### config.mk
export PLATFORM = sky130hd
export DESIGN_NAME = fixed_width_bit_packer_core
export DESIGN_NICKNAME = d
export VERILOG_FILES = /design/src/rtl/fwbp_pkg.sv /design/src/rtl/fwbp_front.sv /design/src/rtl/fwbp_queue.sv /design/src/rtl/fwbp_back.sv /design/src/rtl/fixed_width_bit_packer_core.sv
export SDC_FILE = /design/constraint.sdc
export NUM_CORES = 1
export LEC_CHECK = 0
export BUFFER_PORTS_ARGS = -buffer_cell sky130_fd_sc_hd__clkbuf_2
export CAP_MARGIN = 10
export CORE_ASPECT_RATIO = 1.25
export CORE_MARGIN = 3
export CORE_UTILIZATION = 35
export DETAILED_ROUTE_END_ITERATION = 12
export PLACE_DENSITY = 0.61
export SLEW_MARGIN = 30
export SYNTH_ARGS = -nofsm -noshare
export SYNTH_HDL_FRONTEND = slang
export SYNTH_HIERARCHICAL = 1
export SYNTH_SLANG_ARGS = --single-unit
export TNS_END_PERCENT = 30
### constraint.sdc
create_clock -name clk -period 7.8 [get_ports clk]
set_clock_uncertainty 0.05 [all_clocks]
set_input_delay 1.56 -clock clk [delete_from_list [all_inputs] [get_ports clk]]
set_output_delay 1.56 -clock clk [all_outputs]
set_load 0.02 [all_outputs]
### src/rtl/fwbp_pkg.sv
// Package for the fixed-width bit packer: widths, register indexes and the
// queue entry and result types. No dependencies.
`default_nettype none

package fwbp_pkg;

	localparam int WORD_BITS   = 32;
	localparam int MAX_WORDS   = 4096;
	localparam int WIDTH_BITS  = 6;   // bit_width register and valid_bits field
	localparam int FILL_BITS   = 5;   // bits held in the partial word, 0..31
	localparam int CAP_BITS    = 13;  // capacity register and word counter
	localparam int INDEX_BITS  = 12;  // word_index field
	localparam int QUEUE_DEPTH = 4;
	localparam int QPTR_BITS   = 2;
	localparam int QCNT_BITS   = 3;

	// Configuration register indexes
	typedef enum logic {
		REG_BIT_WIDTH = 1'b0,
		REG_CAPACITY  = 1'b1
	} cfg_reg_t;

	// One classified item, as held in the queue
	typedef struct packed {
		logic [WORD_BITS-1:0]  value;  // already masked to the width
		logic [WIDTH_BITS-1:0] width;  // clamped to 1..32
		logic                  last;
	} item_t;

	// Queue head as seen by the back end
	typedef struct packed {
		logic  valid;
		item_t item;
	} head_t;

	// One result transaction
	typedef struct packed {
		logic [WORD_BITS-1:0]  word;
		logic [INDEX_BITS-1:0] index;
		logic [WIDTH_BITS-1:0] valid_bits;
		logic                  overflow;
		logic                  fin;
	} result_t;

endpackage

`default_nettype wire

### src/rtl/fwbp_front.sv
// Front end of the bit packer: configuration registers, width clamp and
// value masking. Depends on fwbp_pkg.
`default_nettype none

module fwbp_front (
	input  wire logic                              clk,
	input  wire logic                              arst_n,
	input  wire logic                              cfg_wr_en,
	input  wire logic                              cfg_index,
	input  wire logic [fwbp_pkg::CAP_BITS-1:0]     cfg_data,
	input  wire logic                              in_valid,
	input  wire logic [fwbp_pkg::WORD_BITS-1:0]    value,
	input  wire logic                              is_last,
	input  wire logic                              queue_full,
	output logic                                   in_stall,
	output logic                                   push,
	output fwbp_pkg::item_t                        push_item,
	output logic [fwbp_pkg::CAP_BITS-1:0]          limit
);

	logic [fwbp_pkg::WIDTH_BITS-1:0] bit_width_q;
	logic [fwbp_pkg::CAP_BITS-1:0]   capacity_q;
	logic [fwbp_pkg::WIDTH_BITS-1:0] width_eff;

	// Configuration registers
	always_ff @(posedge clk or negedge arst_n) begin
		if (!arst_n) begin
			bit_width_q <= fwbp_pkg::WIDTH_BITS'(fwbp_pkg::WORD_BITS);
			capacity_q  <= fwbp_pkg::CAP_BITS'(fwbp_pkg::MAX_WORDS);
		end else if (cfg_wr_en) begin
			unique case (fwbp_pkg::cfg_reg_t'(cfg_index))
				fwbp_pkg::REG_BIT_WIDTH: bit_width_q <= cfg_data[fwbp_pkg::WIDTH_BITS-1:0];
				fwbp_pkg::REG_CAPACITY:  capacity_q  <= cfg_data;
				default: ;
			endcase
		end
	end

	// Word limit is the smaller of the register and the array size
	always_comb begin
		if (capacity_q > fwbp_pkg::CAP_BITS'(fwbp_pkg::MAX_WORDS))
			limit = fwbp_pkg::CAP_BITS'(fwbp_pkg::MAX_WORDS);
		else
			limit = capacity_q;
	end

	// Clamp width to 1..32
	always_comb begin
		if (bit_width_q == '0)
			width_eff = fwbp_pkg::WIDTH_BITS'(1);
		else if (bit_width_q > fwbp_pkg::WIDTH_BITS'(fwbp_pkg::WORD_BITS))
			width_eff = fwbp_pkg::WIDTH_BITS'(fwbp_pkg::WORD_BITS);
		else
			width_eff = bit_width_q;
	end

	// Classify and push; a shift of 32 yields a full mask
	always_comb begin
		push_item.value = value & ~({fwbp_pkg::WORD_BITS{1'b1}} << width_eff);
		push_item.width = width_eff;
		push_item.last  = is_last;
	end

	assign in_stall = queue_full;
	assign push     = in_valid && !queue_full;

endmodule

`default_nettype wire

### src/rtl/fwbp_queue.sv
// Short item queue between the front and back ends of the bit packer.
// Depends on fwbp_pkg.
`default_nettype none

module fwbp_queue (
	input  wire logic            clk,
	input  wire logic            arst_n,
	input  wire logic            push,
	input  wire fwbp_pkg::item_t push_item,
	input  wire logic            pop,
	output logic                 full,
	output fwbp_pkg::head_t      head
);

	fwbp_pkg::item_t                 entries_q [fwbp_pkg::QUEUE_DEPTH];
	logic [fwbp_pkg::QPTR_BITS-1:0]  wr_ptr_q;
	logic [fwbp_pkg::QPTR_BITS-1:0]  rd_ptr_q;
	logic [fwbp_pkg::QCNT_BITS-1:0]  count_q;
	logic                            do_pop;

	assign full   = (count_q == fwbp_pkg::QCNT_BITS'(fwbp_pkg::QUEUE_DEPTH));
	assign do_pop = pop && (count_q != '0);

	// Pointers and fill count
	always_ff @(posedge clk or negedge arst_n) begin
		if (!arst_n) begin
			wr_ptr_q <= '0;
			rd_ptr_q <= '0;
			count_q  <= '0;
		end else begin
			if (push)
				wr_ptr_q <= wr_ptr_q + 1'b1;
			if (do_pop)
				rd_ptr_q <= rd_ptr_q + 1'b1;
			if (push && !do_pop)
				count_q <= count_q + 1'b1;
			else if (!push && do_pop)
				count_q <= count_q - 1'b1;
		end
	end

	// Entry storage
	always_ff @(posedge clk) begin
		if (push)
			entries_q[wr_ptr_q] <= push_item;
	end

	assign head.valid = (count_q != '0);
	assign head.item  = entries_q[rd_ptr_q];

endmodule

`default_nettype wire

### src/rtl/fwbp_back.sv
// Back end of the bit packer: stream state, word assembly, capacity check
// and the output register with a slot for a second result. Depends on fwbp_pkg.
`default_nettype none

module fwbp_back (
	input  wire logic                           clk,
	input  wire logic                           arst_n,
	input  wire fwbp_pkg::head_t                head,
	input  wire logic [fwbp_pkg::CAP_BITS-1:0]  limit,
	input  wire logic                           out_stall,
	output logic                                pop,
	output logic                                out_valid,
	output fwbp_pkg::result_t                   out_res
);

	// Stream state
	logic [fwbp_pkg::WORD_BITS-1:0] acc_q;
	logic [fwbp_pkg::FILL_BITS-1:0] fill_q;
	logic [fwbp_pkg::CAP_BITS-1:0]  idx_q;
	logic                           ovf_seen_q;

	logic [fwbp_pkg::WORD_BITS-1:0] acc_d;
	logic [fwbp_pkg::FILL_BITS-1:0] fill_d;
	logic [fwbp_pkg::CAP_BITS-1:0]  idx_d;
	logic                           ovf_seen_d;

	// Output register and second-result slot
	logic                out_valid_q;
	fwbp_pkg::result_t   out_q;
	logic                pend_valid_q;
	fwbp_pkg::result_t   pend_q;

	fwbp_pkg::result_t   res_a;
	fwbp_pkg::result_t   res_b;
	logic                has_a;
	logic                has_b;

	logic [fwbp_pkg::WIDTH_BITS-1:0] total;
	logic [fwbp_pkg::FILL_BITS-1:0]  rest;
	logic [fwbp_pkg::FILL_BITS-1:0]  sh_fill;
	logic [fwbp_pkg::FILL_BITS-1:0]  sh_rest;
	logic [fwbp_pkg::WIDTH_BITS-1:0] sh_fill_w;
	logic [fwbp_pkg::WIDTH_BITS-1:0] sh_rest_w;
	logic [fwbp_pkg::WORD_BITS-1:0]  acc_fill;
	logic [fwbp_pkg::WORD_BITS-1:0]  word_full;
	logic [fwbp_pkg::WORD_BITS-1:0]  acc_rest;
	logic [fwbp_pkg::CAP_BITS-1:0]   idx_next;
	logic                            ovf_a;
	logic                            ovf_b;
	logic                            fits;
	logic                            advance;
	logic                            take;

	// Handshake: output moves when empty or taken; the second result goes first
	assign advance = !out_valid_q || !out_stall;
	assign take    = advance && head.valid && !pend_valid_q;
	assign pop     = take;

	// Shift amounts and candidate words
	always_comb begin
		total     = {1'b0, fill_q} + head.item.width;
		fits      = !total[fwbp_pkg::WIDTH_BITS-1];
		rest      = total[fwbp_pkg::FILL_BITS-1:0];
		sh_fill_w = fwbp_pkg::WIDTH_BITS'(fwbp_pkg::WORD_BITS) - total;
		sh_rest_w = fwbp_pkg::WIDTH_BITS'(fwbp_pkg::WORD_BITS) - {1'b0, rest};
		sh_fill   = sh_fill_w[fwbp_pkg::FILL_BITS-1:0];
		sh_rest   = sh_rest_w[fwbp_pkg::FILL_BITS-1:0];
		acc_fill  = acc_q | (head.item.value << sh_fill);
		word_full = acc_q | (head.item.value >> rest);
		acc_rest  = (rest == '0) ? '0 : (head.item.value << sh_rest);
		ovf_a     = (idx_q >= limit);
		idx_next  = ovf_a ? idx_q : idx_q + 1'b1;
		ovf_b     = (idx_next >= limit);
	end

	// Results and next stream state for the head item
	always_comb begin
		acc_d      = acc_q;
		fill_d     = fill_q;
		idx_d      = idx_q;
		ovf_seen_d = ovf_seen_q;
		res_a      = '0;
		res_b      = '0;
		has_a      = 1'b0;
		has_b      = 1'b0;
		if (ovf_seen_q) begin
			// Dropping until the last item, which closes with an empty word
			if (head.item.last) begin
				res_a.index    = idx_q[fwbp_pkg::INDEX_BITS-1:0];
				res_a.overflow = 1'b1;
				res_a.fin      = 1'b1;
				has_a          = 1'b1;
				acc_d          = '0;
				fill_d         = '0;
				idx_d          = '0;
				ovf_seen_d     = 1'b0;
			end
		end else if (fits) begin
			if (head.item.last) begin
				// Partial word flush
				res_a.word       = acc_fill;
				res_a.index      = idx_q[fwbp_pkg::INDEX_BITS-1:0];
				res_a.valid_bits = total;
				res_a.overflow   = ovf_a;
				res_a.fin        = 1'b1;
				has_a            = 1'b1;
				acc_d            = '0;
				fill_d           = '0;
				idx_d            = '0;
				ovf_seen_d       = 1'b0;
			end else begin
				acc_d  = acc_fill;
				fill_d = total[fwbp_pkg::FILL_BITS-1:0];
			end
		end else begin
			// Word completes; the value may straddle into the next one
			res_a.word       = word_full;
			res_a.index      = idx_q[fwbp_pkg::INDEX_BITS-1:0];
			res_a.valid_bits = fwbp_pkg::WIDTH_BITS'(fwbp_pkg::WORD_BITS);
			res_a.overflow   = ovf_a;
			res_a.fin        = head.item.last && (rest == '0);
			has_a            = 1'b1;
			acc_d            = acc_rest;
			fill_d           = rest;
			idx_d            = idx_next;
			ovf_seen_d       = ovf_a;
			if (head.item.last) begin
				if (rest != '0) begin
					res_b.word       = acc_rest;
					res_b.index      = idx_next[fwbp_pkg::INDEX_BITS-1:0];
					res_b.valid_bits = {1'b0, rest};
					res_b.overflow   = ovf_b;
					res_b.fin        = 1'b1;
					has_b            = 1'b1;
				end
				acc_d      = '0;
				fill_d     = '0;
				idx_d      = '0;
				ovf_seen_d = 1'b0;
			end
		end
	end

	// Stream state update
	always_ff @(posedge clk or negedge arst_n) begin
		if (!arst_n) begin
			acc_q      <= '0;
			fill_q     <= '0;
			idx_q      <= '0;
			ovf_seen_q <= 1'b0;
		end else if (take) begin
			acc_q      <= acc_d;
			fill_q     <= fill_d;
			idx_q      <= idx_d;
			ovf_seen_q <= ovf_seen_d;
		end
	end

	// Output control
	always_ff @(posedge clk or negedge arst_n) begin
		if (!arst_n) begin
			out_valid_q  <= 1'b0;
			pend_valid_q <= 1'b0;
		end else if (advance) begin
			if (pend_valid_q) begin
				out_valid_q  <= 1'b1;
				pend_valid_q <= 1'b0;
			end else begin
				out_valid_q  <= take && has_a;
				pend_valid_q <= take && has_b;
			end
		end
	end

	// Output payload
	always_ff @(posedge clk) begin
		if (advance) begin
			if (pend_valid_q) begin
				out_q <= pend_q;
			end else if (take) begin
				out_q  <= res_a;
				pend_q <= res_b;
			end
		end
	end

	assign out_valid = out_valid_q;
	assign out_res   = out_q;

endmodule

`default_nettype wire

### src/rtl/fixed_width_bit_packer_core.sv
// Top level of the fixed-width bit packer: front end, item queue and back end.
// Depends on fwbp_pkg, fwbp_front, fwbp_queue and fwbp_back.
//
//   channel  | direction | handshake         | payload
//   ---------+-----------+-------------------+------------------------------------------
//   in       | in        | in_valid/in_stall | value, is_last
//   out      | out       | out_valid/out_stall| packed_word, word_index, valid_bits,
//            |           |                   | overflow, is_final
//   cfg      | in        | cfg_wr_en         | cfg_index, cfg_data
//
// One item per cycle sustained while out_stall is low; an item that makes two
// words (a straddle on the last item) holds the back end while the second
// output is sent. An input transaction passes through the four-entry queue
// and then the output register on its way to the first result.
// in_stall rises only when the queue is full; out_stall backs up into the queue.
// Reset clears the stream state and sets bit_width to 32, capacity to 4096.
`default_nettype none

module fixed_width_bit_packer_core (
	input  wire logic                                clk,
	input  wire logic                                arst_n,
	input  wire logic                                cfg_wr_en,
	input  wire logic                                cfg_index,
	input  wire logic [fwbp_pkg::CAP_BITS-1:0]       cfg_data,
	input  wire logic                                in_valid,
	output logic                                     in_stall,
	input  wire logic [fwbp_pkg::WORD_BITS-1:0]      value,
	input  wire logic                                is_last,
	output logic                                     out_valid,
	input  wire logic                                out_stall,
	output logic [fwbp_pkg::WORD_BITS-1:0]           packed_word,
	output logic [fwbp_pkg::INDEX_BITS-1:0]          word_index,
	output logic [fwbp_pkg::WIDTH_BITS-1:0]          valid_bits,
	output logic                                     overflow,
	output logic                                     is_final
);

	logic                                queue_full;
	logic                                push;
	fwbp_pkg::item_t                     push_item;
	logic [fwbp_pkg::CAP_BITS-1:0]       limit;
	logic                                pop;
	fwbp_pkg::head_t                     head;
	fwbp_pkg::result_t                   out_res;

	fwbp_front u_front (
		.clk        (clk),
		.arst_n     (arst_n),
		.cfg_wr_en  (cfg_wr_en),
		.cfg_index  (cfg_index),
		.cfg_data   (cfg_data),
		.in_valid   (in_valid),
		.value      (value),
		.is_last    (is_last),
		.queue_full (queue_full),
		.in_stall   (in_stall),
		.push       (push),
		.push_item  (push_item),
		.limit      (limit)
	);

	fwbp_queue u_queue (
		.clk       (clk),
		.arst_n    (arst_n),
		.push      (push),
		.push_item (push_item),
		.pop       (pop),
		.full      (queue_full),
		.head      (head)
	);

	fwbp_back u_back (
		.clk       (clk),
		.arst_n    (arst_n),
		.head      (head),
		.limit     (limit),
		.out_stall (out_stall),
		.pop       (pop),
		.out_valid (out_valid),
		.out_res   (out_res)
	);

	// Result fields
	assign packed_word = out_res.word;
	assign word_index  = out_res.index;
	assign valid_bits  = out_res.valid_bits;
	assign overflow    = out_res.overflow;
	assign is_final    = out_res.fin;

endmodule

`default_nettype wire
; ---- After elaboration in Yosys (flattened, before gate mapping)
; Memories as Yosys holds them, arrays and structs flattened.
; Index checks and enable logic that the tools add are counted.
; W data, S select, Z words.
[word_totals]
regBits = 183
mem_bits_rw = 156
output_inout_bits = 54
elab_cells = 124
memories = 1
[classes]
add_sub_neg = 8
order_cmp = 4
eq_ne = 2
shift = 4
n_mux = 45
bitwise_logic = 9
n_reduce_logical = 29
[mem_list]
columns = name, words, word_bits, rd, rd_ports_with_merged_regs, write_ports, line_no
row1 = u_queue.entries_q, 4, 39, 1, 0, 1, fwbp_queue.sv:15  ; fwbp_pkg::item_t entries_q [fwbp_pkg::QUEUE_DEPTH];
[op_table]
columns = operator, n
row1 = $mux W32, 7
row2 = $mux W52, 4
row3 = $mux W13, 6
row4 = $or A32 B32 Y32, 2
row5 = $shl A32 B5 Y32, 2
row6 = $and A32 B32 Y32, 1
row7 = $not A32 Y32, 1
row8 = $shl A32 B6 Y32 const A, 1
row9 = $shr A32 B5 Y32, 1
row10 = $ge A13 B13 Y1, 2
row11 = $mux W12, 2
row12 = $mux W6, 3
row13 = $mux W1, 16
row14 = $mux W5, 3
row15 = $add A13 B1 Y13 const B, 1
row16 = $gt A13 B13 Y1 const B, 1
row17 = $sub A1 B5 Y5 const A, 2
row18 = $logic_and A1 B1 Y1, 9
row19 = $reduce_and A2 Y1, 4
row20 = $add A5 B6 Y6, 1
row21 = $gt A6 B6 Y1 const B, 1
row22 = $logic_not A1 Y1, 6
row23 = $logic_not A6 Y1, 1
row24 = $mux W3, 2
row25 = other kinds (15), 22

; ---- Depth between registers and ports, before layout
; An unclocked memory read counts as a cell.
[logic_depth]
ltp_word = 10
ltp_mapped = 18
ltp_nobuf = 15

; ---- Cells and area by module
; The synthesis kept the hierarchy.
[modules_own_cells]
columns = mod, instances, cells_per_inst, area_each_um2, seq_area_each_um2
row1 = fwbp_back, 1, 1098, 11433.5, 4419.2
row2 = fwbp_queue, 1, 238, 6070.8, 4859.7
row3 = fwbp_front, 1, 150, 1342.5, 478.0

; ---- Worst setup path after synthesis
; No wires, ideal clock.
[synth_path]
path_type = register to register
start = reg u_queue/rd_ptr_q[0] (netlist name)
end = reg u_back.out_q (netlist bit u_back/out_res[39]) (data pin)
t_arrival_ps = 4432
path_slack_ps = 3047
path_stages_with_launch = 18
n_path_buf = 7
period_less_slack_ps = 4753
path_cell_list = dfrtp_1 > buf_6 > buf_12 > mux4_2 > ha_1 > fa_1 > buf_2 > inv_1 > buf_2 > buf_2 > ha_1 > buf_2 > buf_1 > mux4_2 > mux2_2 > mux2_2 > a211oi_1 > o21ai_0
[synth_lines]
columns = element, line_no
row1 = from (decl), fwbp_queue.sv:17  ; logic [fwbp_pkg::QPTR_BITS-1:0] rd_ptr_q;
row2 = from (signal assigned), fwbp_queue.sv:34  ; rd_ptr_q <= rd_ptr_q + 1'b1;
row3 = to (signal assigned), fwbp_back.sv:179  ; out_q <= pend_q;
row4 = to (signal assigned), fwbp_back.sv:181  ; out_q <= res_a;
row5 = to (decl), fwbp_back.sv:29  ; fwbp_pkg::result_t out_q;

==> impl_metrics.tcl <==
set metrics [dict create \
    slowest_delay_ns 1.04 \
    synth_flop_cell "edfxtp_1" \
    antenna_found_initial 0 \
    synth.cell_area_um2 18800 \
    grt.total_usage_pct 17.8 \
    relSlewSlack_pct 35.7 \
    worstMarginPinSlew_ns 0.954 \
    r2r_cells 12 \
    core.rowCount 94 \
    drive_gt1_share_pct 24.0 \
    area_growth_pct 11.3 \
    ys_async_sr_fraction_pct 23.4 \
    worstHoldPathCells 2 \
    dp_hpwl_mm 35.6 \
    grt_pass1_vias 12900 \
    synth_seq_area_share_pct 51.8 \
    cts_tree "built" \
    hold_viol 0 \
    die_w_um 214 \
    hold_class "flip-flop to flip-flop" \
    grt_max_degree 65 \
    cts.sink_count 338 \
    cp_max_fo 35 \
    finalCritPeriodShare_pct 74.2 \
    startpoint_type "flip-flop" \
    cts.htree.levels 2 \
    port_buffers 105 \
    cp.arrival_ns 6.08 \
    syn_avg_cell_area_um2 12.7 \
    core-area_um2 52900 \
    worstSkewPairLatency_ns 0.52 \
    outcome "complete, no violations" \
    crit_type "flip-flop to flip-flop" \
    io_pins 106 \
    grt_overflow 0 \
    maxCapViolCount 0 \
    floorplan.initialDensity_pct 35.6 \
    cts-hold-fix-buffers 0 \
    drtPass1Iterations 6 \
    seq_area_um2 9760 \
    nets 1629 \
    path_buf_inv 2 \
    synth_cell_types 84 \
    drt-vias-per-instance 5.77 \
    cts-root-buf "clkbuf_16" \
    ys_seq_elements 338 \
    setup_viol 0 \
    cts_repair_resize_count 0 \
    critPathRequiredTime_ns 8.09 \
    slew_viol_final 0 \
    r2r_end "u_back/out_res[51]" \
    n_antenna_cell 0 \
    min_period_ns 5.79 \
    yosysWarnings 6 \
    rsz0062_at_grt "no" \
    cts_buffer_depth 3 \
    first_iter_violations 1212 \
    drc 0 \
    post_cts_buffers 0 \
    worstPathCellList "mux4_2 > ha_4 > fa_1 > inv_1 > ha_1 > buf_4 > mux2i_1 > mux2_2 > o21ai_0 > mux2i_1 > a22o_1 > o221ai_1" \
    timing.fmax_mhz 173 \
    hold_start "u_back/acc_q[15]" \
    wl_mm 50.5 \
    r2r_start "u_queue/rd_ptr_q[1]" \
    tns_ns 0 \
    numCtsBuffers 36 \
    multiInputGateArea_um2 8360 \
    synth_edf_count 259 \
    fillers 5043 \
    ff2ff_setup_slack_ns 2.01 \
    critPathCaptureType "flip-flop" \
    vias 12900 \
    gp_congestion 0.910 \
    synth_fp_nets 1579 \
    whs_endpoint "u_back/acc_q[15]" \
    grt_pass1_wl_mm 78.7 \
    ant_nets 0 \
    dieArea_um2 56700 \
    critPathTopFamily "adder cells" \
    path_clk_slew_ns 0.07 \
    chipHeight_um 265 \
    crit_path_frequent_cell "mux2i_1" \
    netlist_instances 1486 \
    wl_per_cell_um 22.6 \
    crit_slowest_cell "fa_1" \
]
[layout by cell type (no fill, tap or decap), types with 33 or more instances in the layout]
cell type | Yosys | layout
edfxtp_1 | 259 | 259
nand2_1 | 124 | 124
clkbuf_2 | 0 | 104
mux4_2 | 84 | 84
nor2_1 | 75 | 75
dfrtp_1 | 77 | 75
mux2_2 | 73 | 73
o21ai_0 | 69 | 69
mux2i_1 | 62 | 62
a21oi_1 | 45 | 45
inv_1 | 40 | 39
ha_1 | 39 | 38
clkbuf_16 | 0 | 37
nor3_1 | 37 | 37
nand3_1 | 34 | 33
[through the flow]
stage                     hold slack [ns]  worst slack [ns]  instance area, um2  cells  util (%)
after floorplan                     0.397              3.05               18800   1486         -
after global placement              0.412              2.10               19800   2170      37.4
after detailed placement            0.416              2.07               19800   2170      37.4
after CTS                           0.429              2.04               21000   2233      39.6
after global routing                0.453              1.68               21000   2233      39.6
final                               0.427              2.01               21000   2233      39.6
[layout make-up]
| type | instances | area share (%) |
|---|---|---|
| multi-input cells | 992 | 39.9 |
| flip-flops and latches | 338 | 46.5 |
| clock inverters | 15 | 0.895 |
| clock buffers | 48 | 4.66 |
| well taps | 672 | 4.01 |
| inverters | 41 | 0.734 |
| repair buffers | 127 | 3.32 |
[sequential cells by signal, indices dropped and copies added, names as in the netlist]
name                 count
u_queue/entries_q      156
u_back/acc_q            32
u_queue/rd_ptr_q         2
u_front/bit_width_q      6
u_queue/wr_ptr_q         2
u_queue/count_q          3
u_back/out_res          52
u_front/capacity_q      13
u_back/idx_q            13
u_back/pend_q           51
u_back/out_valid         1
u_back/pend_valid_q      1
u_back/ovf_seen_q        1
u_back/fill_q            5
[metal layers]
metal	track usage, %	routed length [um]
met1	24.8	21900
met2	28.6	24000
met3	2.49	2820
met4	6.17	1720
met5	0	0
[cells by family after synthesis]
| group | synth area share [%] |
|---|---|
| xor gates and xnor gates | 0.983 |
| AOI/OAI and AO/OA | 11.9 |
| and+or+nand+nor | 9.95 |
| DFF | 51.8 |
| buffers and inverters | 4.13 |
| muxes | 18.5 |
| adders and majority gates | 2.80 |
[worst reg2reg max path, delay by kind of cell (launching register included)]
kind,cells,cell delay (ns)
multiplexers,4,1.44
buffers and inverters,2,0.54
adder cells (fa/ha/maj),3,1.58
flip-flops,1,0.79
AO/OA/AOI/OAI,3,1.22
[cell usage after synthesis, types with 6 or more instances]
cell	n	area share (%)
and3_1	11	0.37
a22oi_1	7	0.28
o31ai_1	18	0.72
nor2_1	75	1.5
a211o_1	6	0.28
a22o_1	19	0.88
nor3_1	37	0.98
nand2b_1	8	0.27
or3_1	12	0.40
clkbuf_1	61	1.2
a21oi_1	45	1.2
buf_4	8	0.32
o31a_1	11	0.51
buf_6	8	0.48
inv_1	40	0.80
xnor2_1	8	0.37
mux4_2	84	10
o211ai_1	15	0.60
a21boi_0	8	0.32
a31oi_1	20	0.66
buf_2	30	0.80
nor2b_1	29	0.96
nand3_1	34	0.90
mux2_2	73	4.4
dfrtp_1	77	10
mux2i_1	62	3.3
o21ai_1	7	0.19
o21a_1	11	0.44
edfxtp_1	259	41
o21ai_0	69	1.8
a32o_1	7	0.37
nor4_1	7	0.23
ha_1	39	2.6
a211oi_1	14	0.56
and2_1	15	0.50
or4_1	9	0.36
nand2_1	124	2.5
a21o_1	10	0.40
[how the worst max path moves through the flow]
stage	start	to	cells after the start
3_3_place_gp	u_queue/rd_ptr_q[0]	u_back/out_res[44]	13
4_1_cts	u_queue/rd_ptr_q[0]	u_back/out_res[44]	13
2_1_floorplan	u_queue/rd_ptr_q[0]	u_back/out_res[39]	17
6_report	u_queue/rd_ptr_q[1]	u_back/out_res[51]	12
3_5_place_dp	u_queue/rd_ptr_q[0]	u_back/out_res[44]	13
5_1_grt	u_queue/rd_ptr_q[0]	u_back/out_res[22]	13
Power is left out: the tool's default activity adds up to more than one toggle a clock period on the data nets, which glitch-free logic cannot reach.
